## config.mk

```make
export PLATFORM = sky130hd
export DESIGN_NAME = settable_countdown_timer
export DESIGN_NICKNAME = d
export VERILOG_FILES = /design/src/design/scdt_pkg.sv /design/src/design/scdt_in_reg.sv /design/src/design/scdt_step.sv /design/src/design/settable_countdown_timer.sv
export SDC_FILE = /design/constraint.sdc
export NUM_CORES = 1
export LEC_CHECK = 0
export ABC_AREA = 1
export BUFFER_PORTS_ARGS = -buffer_cell sky130_fd_sc_hd__buf_4
export CORE_ASPECT_RATIO = 0.7
export CORE_MARGIN = 1.5
export CORE_UTILIZATION = 55
export DETAILED_ROUTE_END_ITERATION = 8
export GPL_TIMING_DRIVEN = 0
export PLACE_DENSITY_LB_ADDON = 0.3
export SYNTH_ARGS = -nofsm -noshare
export SYNTH_HDL_FRONTEND = slang
export SYNTH_SLANG_ARGS = --single-unit
```

## constraint.sdc

```tcl
create_clock -name clk_i -period 2.5 [get_ports clk_i]
set_input_delay 0.125 -clock clk_i [delete_from_list [all_inputs] [get_ports clk_i]]
set_output_delay 0.125 -clock clk_i [all_outputs]
set_load 0.02 [all_outputs]
```

## src/design/scdt_pkg.sv

```systemverilog
// Shared types and constants for the settable countdown timer.
// Used by every module of the block; depends on nothing.
`timescale 1ns / 1ps

package scdt_pkg;

  // Field limits of the shown time
  localparam logic [6:0] HoursMax   = 7'd99;
  localparam logic [5:0] MinSecMax  = 6'd59;
  localparam logic [3:0] TenthsMax  = 4'd9;

  // Register reset values
  localparam logic [7:0] TicksPerStepReset = 8'd6;
  localparam logic [9:0] StickHighReset    = 10'd1000;
  localparam logic [9:0] StickLowReset     = 10'd30;

  // Widths of the stream payloads
  localparam int unsigned InDataWidth  = 16;
  localparam int unsigned InUserWidth  = 2;
  localparam int unsigned OutDataWidth = 32;
  localparam int unsigned CfgIdxWidth  = 2;
  localparam int unsigned CfgDataWidth = 10;

  // Kind of an input item
  typedef enum logic [1:0] {
    ActTick    = 2'd0,
    ActEncoder = 2'd1,
    ActStick   = 2'd2,
    ActUnused  = 2'd3
  } action_e;

  // Field under the edit cursor
  typedef enum logic [1:0] {
    CurHours   = 2'd0,
    CurMinutes = 2'd1,
    CurSeconds = 2'd2,
    CurTenths  = 2'd3
  } cursor_e;

  // Configuration register indexes
  typedef enum logic [CfgIdxWidth-1:0] {
    CfgTicksPerStep = 2'd0,
    CfgStickHigh    = 2'd1,
    CfgStickLow     = 2'd2,
    CfgNone         = 2'd3
  } cfg_idx_e;

  // One input item
  typedef struct packed {
    action_e     action;
    logic        start_button_level;
    logic        reset_button_level;
    logic        turn_down;
    logic [9:0]  stick_sample;
  } item_t;

  // Configuration registers as seen by the update logic
  typedef struct packed {
    logic [7:0] ticks_per_step;
    logic [9:0] stick_high_limit;
    logic [9:0] stick_low_limit;
  } cfg_t;

  // Complete timer state
  typedef struct packed {
    logic [6:0] hours_now;
    logic [5:0] minutes_now;
    logic [5:0] seconds_now;
    logic [3:0] tenths_now;
    logic [6:0] saved_hours;
    logic [5:0] saved_minutes;
    logic [5:0] saved_seconds;
    logic [3:0] saved_tenths;
    logic       running;
    logic       runout;
    logic       start_prev;
    logic       reset_prev;
    logic [7:0] prescale_count;
    cursor_e    cursor_index;
    logic       stick_latched;
  } state_t;

  localparam state_t StateReset = '{
    hours_now:      7'd0,
    minutes_now:    6'd1,
    seconds_now:    6'd0,
    tenths_now:     4'd0,
    saved_hours:    7'd0,
    saved_minutes:  6'd1,
    saved_seconds:  6'd0,
    saved_tenths:   4'd0,
    running:        1'b0,
    runout:         1'b0,
    start_prev:     1'b1,
    reset_prev:     1'b1,
    prescale_count: 8'd0,
    cursor_index:   CurHours,
    stick_latched:  1'b0
  };

endpackage

```

## src/design/scdt_in_reg.sv

```systemverilog
// Input register of the settable countdown timer: holds one accepted item.
// Depends on scdt_pkg for the item type.
`timescale 1ns / 1ps

module scdt_in_reg (
  input  logic            clk_i,
  input  logic            rst_ni,
  input  logic            valid_i,
  output logic            ready_o,
  input  scdt_pkg::item_t item_i,
  output logic            valid_o,
  input  logic            pop_i,
  output scdt_pkg::item_t item_o
);

  logic            valid_q, valid_d;
  scdt_pkg::item_t item_q;

  // The slot takes a new transfer when empty or emptied in this cycle
  assign ready_o = !valid_q || pop_i;

  always_comb begin
    valid_d = valid_q;
    if (pop_i) begin
      valid_d = 1'b0;
    end
    if (valid_i && ready_o) begin
      valid_d = 1'b1;
    end
  end

  always_ff @(posedge clk_i or negedge rst_ni) begin
    if (!rst_ni) begin
      valid_q <= 1'b0;
    end else begin
      valid_q <= valid_d;
    end
  end

  // Payload needs no reset
  always_ff @(posedge clk_i) begin
    if (valid_i && ready_o) begin
      item_q <= item_i;
    end
  end

  assign valid_o = valid_q;
  assign item_o  = item_q;

endmodule

```

## src/design/scdt_step.sv

```systemverilog
// Next-state logic of the settable countdown timer for one item.
// Purely combinational; depends on scdt_pkg for types and limits.
`timescale 1ns / 1ps

module scdt_step (
  input  scdt_pkg::state_t state_i,
  input  scdt_pkg::item_t  item_i,
  input  scdt_pkg::cfg_t   cfg_i,
  output scdt_pkg::state_t state_o
);

  logic       start_edge;
  logic       reset_edge;
  logic [7:0] prescale_inc;

  assign start_edge   = !item_i.start_button_level && state_i.start_prev;
  assign reset_edge   = !item_i.reset_button_level && state_i.reset_prev;
  assign prescale_inc = state_i.prescale_count + 8'd1;

  always_comb begin
    state_o = state_i;
    case (item_i.action)
      scdt_pkg::ActTick: begin
        state_o.start_prev = item_i.start_button_level;
        if (!state_i.running) begin
          // Stopped: start saves the time and runs, reset restores the saved time
          state_o.reset_prev = item_i.reset_button_level;
          if (start_edge) begin
            state_o.saved_hours   = state_i.hours_now;
            state_o.saved_minutes = state_i.minutes_now;
            state_o.saved_seconds = state_i.seconds_now;
            state_o.saved_tenths  = state_i.tenths_now;
            state_o.running       = 1'b1;
          end
          // With start on the same tick the restored values are the current ones
          if (reset_edge && !start_edge) begin
            state_o.hours_now   = state_i.saved_hours;
            state_o.minutes_now = state_i.saved_minutes;
            state_o.seconds_now = state_i.saved_seconds;
            state_o.tenths_now  = state_i.saved_tenths;
          end
        end else begin
          // Running: a stop press halts, the prescaler still counts this tick
          if (start_edge) begin
            state_o.running = 1'b0;
          end
          state_o.prescale_count = prescale_inc;
          if (prescale_inc >= cfg_i.ticks_per_step) begin
            state_o.prescale_count = 8'd0;
            // Step down one tenth with borrows
            if (state_i.tenths_now != 4'd0) begin
              state_o.tenths_now = state_i.tenths_now - 4'd1;
            end else if (state_i.seconds_now != 6'd0) begin
              state_o.tenths_now  = scdt_pkg::TenthsMax;
              state_o.seconds_now = state_i.seconds_now - 6'd1;
            end else if (state_i.minutes_now != 6'd0) begin
              state_o.tenths_now  = scdt_pkg::TenthsMax;
              state_o.seconds_now = scdt_pkg::MinSecMax;
              state_o.minutes_now = state_i.minutes_now - 6'd1;
            end else if (state_i.hours_now != 7'd0) begin
              state_o.tenths_now  = scdt_pkg::TenthsMax;
              state_o.seconds_now = scdt_pkg::MinSecMax;
              state_o.minutes_now = scdt_pkg::MinSecMax;
              state_o.hours_now   = state_i.hours_now - 7'd1;
            end else begin
              // Underflow past zero: clear, stop and latch the runout flag
              state_o.tenths_now  = 4'd0;
              state_o.seconds_now = 6'd0;
              state_o.minutes_now = 6'd0;
              state_o.hours_now   = 7'd0;
              state_o.running     = 1'b0;
              state_o.runout      = 1'b1;
            end
          end
        end
      end

      scdt_pkg::ActEncoder: begin
        // Edit the field under the cursor, saturating at its limits
        if (!state_i.running) begin
          unique case (state_i.cursor_index)
            scdt_pkg::CurHours: begin
              if (item_i.turn_down) begin
                if (state_i.hours_now != 7'd0) state_o.hours_now = state_i.hours_now - 7'd1;
              end else if (state_i.hours_now < scdt_pkg::HoursMax) begin
                state_o.hours_now = state_i.hours_now + 7'd1;
              end
            end
            scdt_pkg::CurMinutes: begin
              if (item_i.turn_down) begin
                if (state_i.minutes_now != 6'd0) begin
                  state_o.minutes_now = state_i.minutes_now - 6'd1;
                end
              end else if (state_i.minutes_now < scdt_pkg::MinSecMax) begin
                state_o.minutes_now = state_i.minutes_now + 6'd1;
              end
            end
            scdt_pkg::CurSeconds: begin
              if (item_i.turn_down) begin
                if (state_i.seconds_now != 6'd0) begin
                  state_o.seconds_now = state_i.seconds_now - 6'd1;
                end
              end else if (state_i.seconds_now < scdt_pkg::MinSecMax) begin
                state_o.seconds_now = state_i.seconds_now + 6'd1;
              end
            end
            default: begin
              if (item_i.turn_down) begin
                if (state_i.tenths_now != 4'd0) state_o.tenths_now = state_i.tenths_now - 4'd1;
              end else if (state_i.tenths_now < scdt_pkg::TenthsMax) begin
                state_o.tenths_now = state_i.tenths_now + 4'd1;
              end
            end
          endcase
        end
      end

      scdt_pkg::ActStick: begin
        // Move the cursor once per excursion; the right side wins if both apply
        if (!state_i.running) begin
          if (item_i.stick_sample > cfg_i.stick_high_limit) begin
            if (!state_i.stick_latched && state_i.cursor_index != scdt_pkg::CurTenths) begin
              state_o.cursor_index = scdt_pkg::cursor_e'(state_i.cursor_index + 2'd1);
            end
            state_o.stick_latched = 1'b1;
          end else if (item_i.stick_sample < cfg_i.stick_low_limit) begin
            if (!state_i.stick_latched && state_i.cursor_index != scdt_pkg::CurHours) begin
              state_o.cursor_index = scdt_pkg::cursor_e'(state_i.cursor_index - 2'd1);
            end
            state_o.stick_latched = 1'b1;
          end else begin
            state_o.stick_latched = 1'b0;
          end
        end
      end

      default: begin
        // Unused kind: state unchanged
      end
    endcase
  end

endmodule

```

## src/design/settable_countdown_timer.sv

```systemverilog
// Top level of the settable countdown timer: stream ports, configuration registers,
// timer state and result register. Depends on scdt_pkg, scdt_in_reg and scdt_step.
//
//   Channel   Direction  Transfer carries
//   s_axis    in         one item: tuser = action, tdata = button levels, turn, stick
//   m_axis    out        one result: the shown time, flags and cursor after the item
//   cfg       in         one register write, no handshake
//
// An item waits in the input register; the state update and the result are
// registered together on the edge at which it advances, and one item is accepted
// every cycle while results are taken. A stalled result holds both registers;
// the input side keeps accepting until the input register is full.
// Reset is asynchronous and active low and restores the power-up time of one minute.
`timescale 1ns / 1ps

module settable_countdown_timer (
  input  logic                                   clk_i,
  input  logic                                   rst_ni,
  // Item stream
  input  logic                                   s_axis_tvalid,
  output logic                                   s_axis_tready,
  // tuser: action[1:0]
  input  logic [scdt_pkg::InUserWidth-1:0]       s_axis_tuser,
  // tdata: start_button_level[0], reset_button_level[1], turn_down[2],
  //        stick_sample[12:3], zero[15:13]
  input  logic [scdt_pkg::InDataWidth-1:0]       s_axis_tdata,
  // Result stream
  output logic                                   m_axis_tvalid,
  input  logic                                   m_axis_tready,
  // tdata: hours_out[6:0], minutes_out[12:7], seconds_out[18:13], tenths_out[22:19],
  //        running_out[23], runout_out[24], cursor_out[26:25], zero[31:27]
  output logic [scdt_pkg::OutDataWidth-1:0]      m_axis_tdata,
  // Configuration writes
  input  logic                                   cfg_we_i,
  input  logic [scdt_pkg::CfgIdxWidth-1:0]       cfg_index_i,
  input  logic [scdt_pkg::CfgDataWidth-1:0]      cfg_data_i
);

  scdt_pkg::item_t  item_in;
  scdt_pkg::item_t  item_held;
  logic             held_valid;
  logic             advance;
  scdt_pkg::cfg_t   cfg_q;
  scdt_pkg::state_t state_q;
  scdt_pkg::state_t state_d;
  logic             out_valid_q;
  logic             out_valid_d;
  logic [scdt_pkg::OutDataWidth-1:0] out_data_q;
  logic [scdt_pkg::OutDataWidth-1:0] out_data_d;

  // Unpack the incoming transfer
  assign item_in.action             = scdt_pkg::action_e'(s_axis_tuser);
  assign item_in.start_button_level = s_axis_tdata[0];
  assign item_in.reset_button_level = s_axis_tdata[1];
  assign item_in.turn_down          = s_axis_tdata[2];
  assign item_in.stick_sample       = s_axis_tdata[12:3];

  scdt_in_reg u_in_reg (
    .clk_i   (clk_i),
    .rst_ni  (rst_ni),
    .valid_i (s_axis_tvalid),
    .ready_o (s_axis_tready),
    .item_i  (item_in),
    .valid_o (held_valid),
    .pop_i   (advance),
    .item_o  (item_held)
  );

  // The held item is processed when the result register is free or being emptied
  assign advance = held_valid && (!out_valid_q || m_axis_tready);

  scdt_step u_step (
    .state_i (state_q),
    .item_i  (item_held),
    .cfg_i   (cfg_q),
    .state_o (state_d)
  );

  // Configuration registers
  always_ff @(posedge clk_i or negedge rst_ni) begin
    if (!rst_ni) begin
      cfg_q.ticks_per_step   <= scdt_pkg::TicksPerStepReset;
      cfg_q.stick_high_limit <= scdt_pkg::StickHighReset;
      cfg_q.stick_low_limit  <= scdt_pkg::StickLowReset;
    end else if (cfg_we_i) begin
      unique case (scdt_pkg::cfg_idx_e'(cfg_index_i))
        scdt_pkg::CfgTicksPerStep: cfg_q.ticks_per_step   <= cfg_data_i[7:0];
        scdt_pkg::CfgStickHigh:    cfg_q.stick_high_limit <= cfg_data_i;
        scdt_pkg::CfgStickLow:     cfg_q.stick_low_limit  <= cfg_data_i;
        default: begin
          // No register at this index
        end
      endcase
    end
  end

  // Timer state
  always_ff @(posedge clk_i or negedge rst_ni) begin
    if (!rst_ni) begin
      state_q <= scdt_pkg::StateReset;
    end else if (advance) begin
      state_q <= state_d;
    end
  end

  // Result register
  always_comb begin
    out_valid_d = out_valid_q;
    if (m_axis_tready) begin
      out_valid_d = 1'b0;
    end
    if (advance) begin
      out_valid_d = 1'b1;
    end
  end

  assign out_data_d = {5'd0,
                       state_d.cursor_index,
                       state_d.runout,
                       state_d.running,
                       state_d.tenths_now,
                       state_d.seconds_now,
                       state_d.minutes_now,
                       state_d.hours_now};

  always_ff @(posedge clk_i or negedge rst_ni) begin
    if (!rst_ni) begin
      out_valid_q <= 1'b0;
    end else begin
      out_valid_q <= out_valid_d;
    end
  end

  always_ff @(posedge clk_i) begin
    if (advance) begin
      out_data_q <= out_data_d;
    end
  end

  assign m_axis_tvalid = out_valid_q;
  assign m_axis_tdata  = out_data_q;

endmodule
```

* Word-level counts from Yosys, hierarchy flattened
Index checks and enable logic that the tools add are counted.
** Word-level totals
- Register bits :: 133
- Bits in latches :: 0
- Memory bits (writable) :: 0
- ROM bits :: 0
- Input bits :: 35
- Logic and storage cells :: 138
- Memories kept :: 0
** Operators by class
- Add/subtract/negate cells :: 11
- Multiply operators :: 0
- Div/mod/pow operators :: 0
- $lt $le $gt $ge :: 7
- Equality and inequality tests :: 7
- Shift operators :: 0
- Mux-type cells :: 52
- Bitwise operators :: 1
- Reductions and logical operators :: 34
** Operator list (count)
- $mux W23 :: 5
- $mux W6 :: 8
- $pmux W23 S2 :: 1
- $mux W7 :: 5
- $mux W24 :: 1
- $mux W4 :: 5
- $mux W19 :: 1
- $mux W16 :: 1
- $mux W2 :: 8
- $mux W8 :: 2
- $mux W13 :: 1
- $add A6 B1 Y6 const B :: 2
- $lt A6 B6 Y1 const B :: 2
- $mux W12 :: 1
- $reduce_bool A6 Y1 :: 2
- $sub A6 B1 Y6 const B :: 2
- $gt A10 B10 Y1 :: 1
- $lt A10 B10 Y1 :: 1
- $mux W10 :: 1
- $mux W1 :: 9
- $mux W3 :: 3
- $reduce_and A3 Y1 :: 3
- $add A8 B1 Y8 const B :: 1
- $ge A8 B8 Y1 :: 1
- 22 further kinds :: 45

* Logic depth before layout (Yosys ltp)
- Depth after elaboration :: 10
- Depth in mapped cells :: 21
- Gate-level depth less buffers :: 20

* Modules after synthesis
Synthesis repeated with hierarchy kept, for this count alone.
** Unflattened totals
- Cell total of the unflattened synthesis :: 1300
- Area total of the unflattened synthesis :: 9394.0 µm²
** By module, submodules not included
- settable_countdown_timer :: times used 1, cells an instance 427, area each 4585.6 µm², sequential area each 3083.0 µm²
- scdt_step :: times used 1, cells an instance 852, area each 4312.9 µm², sequential area each 0.0 µm²
- scdt_in_reg :: times used 1, cells an instance 21, area each 495.5 µm², sequential area each 475.5 µm²

* Least setup slack after synthesis
No wires, ideal clock.
- Path kind :: register to register
- From :: register state_q[5] (netlist bit)
- To :: register out_data_q, in the netlist m_axis_tdata[13] (data pin)
- Library setup time :: 0.258 ns
- Arrival time :: 2.328 ns
- Setup slack :: -0.086 ns
- Cell stages (with the launch flop) :: 18
- Path buffers :: 1
- Clock period less this slack :: 2.586 ns
- Cells stage by stage :: dfrtp_1 -> inv_1 -> nor3_1 -> nand3_1 -> nor2_1 -> nand2_1 -> xor2_1 -> inv_1 -> ha_1 -> nand2_1 -> o21a_1 -> nand2_1 -> buf_4 -> nand2_1 -> nand2_1 -> nand3_1 -> nand2_1 -> nand2_1
** RTL lines
- from (decl) :: line settable_countdown_timer.sv:44 : scdt_pkg::state_t state_q;
- from (signal assigned) :: line settable_countdown_timer.sv:100 : state_q <= scdt_pkg::StateReset;
- from (signal assigned) :: line settable_countdown_timer.sv:102 : state_q <= state_d;
- to (signal assigned) :: line settable_countdown_timer.sv:136 : out_data_q <= out_data_d;
- to (decl) :: line settable_countdown_timer.sv:48 : logic [scdt_pkg::OutDataWidth-1:0] out_data_q;

==> impl_metrics.py <==
metrics = {
    "status": {
        "outcome": "finished with violations",
        "violations": "setup timing",
    },
    "yosys": {
        "syn_area_sq_um": 8650,
        "synth_top_family_by_area": "simple AND/OR/NAND/NOR gates",
        "synth-simple-area-share_pct": 30.2,
        "synth_compound_area_share_pct": 12.2,
        "yosysUniqueCellTypes": 43,
        "yosysSeqAreaShare_pct": 41.2,
        "synth_cells": 1166,
        "ys.flop_type": "dfrtp_1",
        "synth_fa_ha_area_share_pct": 6.37,
        "async_flop_share_pct": 68.4,
        "synth_xor_area_share_pct": 1.01,
        "synth.avg_cell_area_sq_um": 7.41,
        "synthMuxAreaShare_pct": 0,
        "synth.ff_latch_count": 133,
        "yosys_warnings": 0,
        "synth_edf_count": 42,
    },
    "drt": {
        "num_vias": 8659,
        "drt-initial-drc-count": 1083,
        "wl_um": 26500,
        "drtAntennaViolNets": 0,
        "drc": 0,
        "vias_per_cell": 5.76,
        "dr.pass1.iters": 9,
        "wl_per_cell_um": 17.6,
    },
    "die": {
        "ios": 69,
        "rows": 38,
        "dieWidth_um": 153,
        "fp.coreArea_sq_um": 15500,
        "dieArea_sq_um": 16500,
        "fp.dieH_um": 108,
        "start_util_pct": 56.0,
    },
    "clock_tree": {
        "cts_inserted_buffers": 17,
        "tritoncts": "done",
        "cts_root_buf": "clkbuf_16",
        "worstSkewPairLatency_ps": 430,
        "cts_sinks": 133,
        "cts.reportedPaths.clkPinSlew_ps": 60,
        "clk_path_buf_depth": 2,
        "htree_levels": 4,
    },
    "power_and_ir_drop": {
        "power_switching_w": 0.00627,
        "swShare_pct": 45.8,
        "p_seq_share_pct": 25.8,
        "p_int_w": 0.00743,
        "power.density_nw_per_um2": 1270,
        "ir_worst_vdd_v": 0.000667,
        "pwr-share-comb_pct": 54.4,
        "pwr-share-clk_pct": 19.8,
        "p_leak_nw": 5.22,
    },
    "sta": {
        "setup_viol": 57,
        "fmax_ghz": 0.356,
        "hold_viol": 0,
        "fin_worst_skew_ps": 7.37,
        "relSlewSlack_pct": 20.1,
        "rsz0062_at_grt": "true",
        "final.setup.worst_slack_ps": -307,
        "fin_crit_ps": 2810,
        "post-route-period-util_pct": 112,
        "slew_violations": 0,
        "tightest_slew_ps": 1200,
    },
    "setup_path": {
        "rr_worst_depth": 17,
        "cp.arrival_ps": 2980,
        "worst-endpoint-required_ps": 2670,
        "critPathKind": "reg2reg",
        "crit_fanout": 6,
        "end_kind": "register",
        "startpoint_type": "register",
    },
    "worst_hold_path": {
        "hold-path-cell-count": 3,
        "hp-class": "in2reg",
    },
    "final_layout": {
        "final_cells": 1503,
        "nFillCells": 1203,
        "ff_latch_area_sq_um": 3560,
        "area_growth_syn_to_layout_pct": 24.6,
        "insertedDiodeCount": 0,
        "postLayoutCoreUtil_pct": 69.7,
        "multi_input_area_sq_um": 4670,
        "drive_gt1_share_pct": 20.2,
        "nNetsFinal": 1369,
    },
    "grt": {
        "met3_usage_pct": 9.74,
        "grt_busiest_layer": "met2",
        "grtUsageMet2_pct": 48.1,
        "gr-total-overflow": 0,
        "grt_start_max_net_pins": 92,
        "grt_pass1_wl_um": 41300,
        "grt_pass1_vias": 7823,
        "track_usage_pct": 32.8,
        "use_met1_pct": 46.4,
        "antenna_found_initial": 0,
    },
    "placement": {
        "hpwl_um": 17600,
        "place_congestion": 0.994,
        "place_inst": 1430,
        "port_buffers": 60,
    },
    "flow_run": {
        "maxCapViolCount": 0,
    },
}
==> flip-flops by register name (all words and copies together), names as in the netlist <==
register / cells
state_q: 61
cfg_q: 28
m_axis_tdata: 27
u_in_reg.item_o: 15
m_axis_tvalid: 1
u_in_reg.valid_o: 1
==> final cells by class <==
class | instances | area share (%)
buffer | 54 | 3.09
inverter | 131 | 4.56
multi-input combinational | 852 | 43.3
clock inverter | 15 | 1.86
clock buffer | 17 | 3.95
sequential | 133 | 33.0
timing repair buffer | 101 | 7.87
tap | 200 | 2.32
==> kinds of logic after synthesis <==
logic type / after synthesis
and+or+nand+nor: 597
buffers and inverters: 185
xor gates and xnor gates: 10
DFF: 133
adders and majority gates: 44
other: 1
AOI/OAI and AO/OA: 196
==> worst paths after layout <==
| check | from | endpoint | slack [ps] |
|---|---|---|---|
| worst max-delay path | state_q[5] | m_axis_tdata[2] | -310 |
| worst min-delay path | cfg_data_i[6] | cfg_q[6] | 50 |
| worst max register to register | state_q[5] | m_axis_tdata[2] | -310 |
| worst min register to register | cfg_q[23] | cfg_q[23] | 490 |
| max in group asynchronous | rst_ni | state_q[46] | 1250 |
| min in group asynchronous | rst_ni | cfg_q[20] | 440 |
==> placed cells by master (no fill, tap or decap), types with 11 or more instances in the layout <==
cell type	Yosys	layout
edfxtp_1	42	42
clkbuf_16	0	18
nand3_2	1	11
buf_4	10	83
ha_1	44	41
clkbuf_1	18	17
nand2_2	6	38
nand2_1	381	342
nand3_1	98	86
nor2_1	66	63
buf_2	20	19
o21ai_0	105	102
dfstp_2	16	16
a21oi_1	54	53
dfrtp_1	75	75
inv_2	7	13
nand4_1	16	16
inv_1	121	115
dlygate4sd3_1	0	24
==> per-layer routing <==
layer / routed length, um / part of all wire, %
met5: 0 / 0
met3: 3270 / 12
met2: 11100 / 42
met1: 11400 / 43
met4: 647 / 2.4
==> power by group through the flow <==
stage | Sequential (W) | Clock, W | Combinational (W)
2_1_floorplan | 0.00359 | 0 | 0.00436
3_3_place_gp | 0.00351 | 0 | 0.00598
3_5_place_dp | 0.00352 | 0 | 0.00610
4_1_cts | 0.00350 | 0.00272 | 0.00683
5_1_grt | 0.00361 | 0.00281 | 0.00812
6_report | 0.00354 | 0.00271 | 0.00746
==> what timing repair did <==
action	4_1_cts	5_1_grt
buffers inserted	9	6
resized for setup	47	54
pin swaps	28	18
gates cloned	2	0
endpoints found under the setup margin	58	58
hold endpoints to repair	52	0
hold buffers	24	0
==> metrics by stage <==
| stage | total power [W] | TNS (ps) | hold slack (ps) | setup slack [ps] | instance area (sq um) |
|---|---|---|---|---|---|
| 6_report | 0.0137 | -12390 | 45.3 | -307 | 10800 |
| 5_1_grt | 0.0145 | -17940 | 49.6 | -404 | 10800 |
| 3_5_place_dp | 0.00961 | -21400 | 304 | -558 | 9370 |
| 2_1_floorplan | 0.00795 | 0 | -171 | 31.3 | 8670 |
| 4_1_cts | 0.0130 | -12980 | 30.5 | -269 | 10500 |
| 3_3_place_gp | 0.00949 | -20320 | 303 | -521 | 9370 |
==> worst max-delay path, cell delays in order (launching register included) <==
cell     delay, ps
dfrtp_1        390
inv_2           70
nor3_4         220
nand3_2        110
nor2_1         100
nand2_1         90
xor2_2         200
inv_2           70
ha_4           290
nand2_4         60
o21a_4         240
nand2_8        120
buf_12         150
nand2_8         90
nand2_2         80
nand3_1         60
nand2_1        100
nand2_2         90
==> synth_stat cells (4+ instances only) <==
| library cell | n | area [sq um] |
|---|---|---|
| nand3b_1 | 7 | 52.6 |
| clkbuf_1 | 18 | 67.6 |
| a21boi_0 | 5 | 37.5 |
| nor2_1 | 66 | 248 |
| inv_1 | 121 | 454 |
| a22oi_1 | 4 | 30.0 |
| o21ai_1 | 7 | 35.0 |
| nor2_2 | 4 | 25.0 |
| nand2_2 | 6 | 37.5 |
| o21a_1 | 4 | 30.0 |
| edfxtp_1 | 42 | 1260 |
| a21boi_1 | 4 | 30.0 |
| xor2_1 | 10 | 87.6 |
| o211ai_1 | 6 | 45.0 |
| nand3_1 | 98 | 490 |
| buf_4 | 10 | 75.1 |
| nand2_1 | 381 | 1430 |
| a21oi_1 | 54 | 270 |
| dfrtp_1 | 75 | 1880 |
| o21ai_0 | 105 | 526 |
| dfstp_2 | 16 | 420 |
| buf_2 | 20 | 100 |
| ha_1 | 44 | 551 |
| nand4_1 | 16 | 100 |
| inv_2 | 7 | 26.3 |
| nor2_4 | 7 | 78.8 |
(Power assumes the default switching activity.)
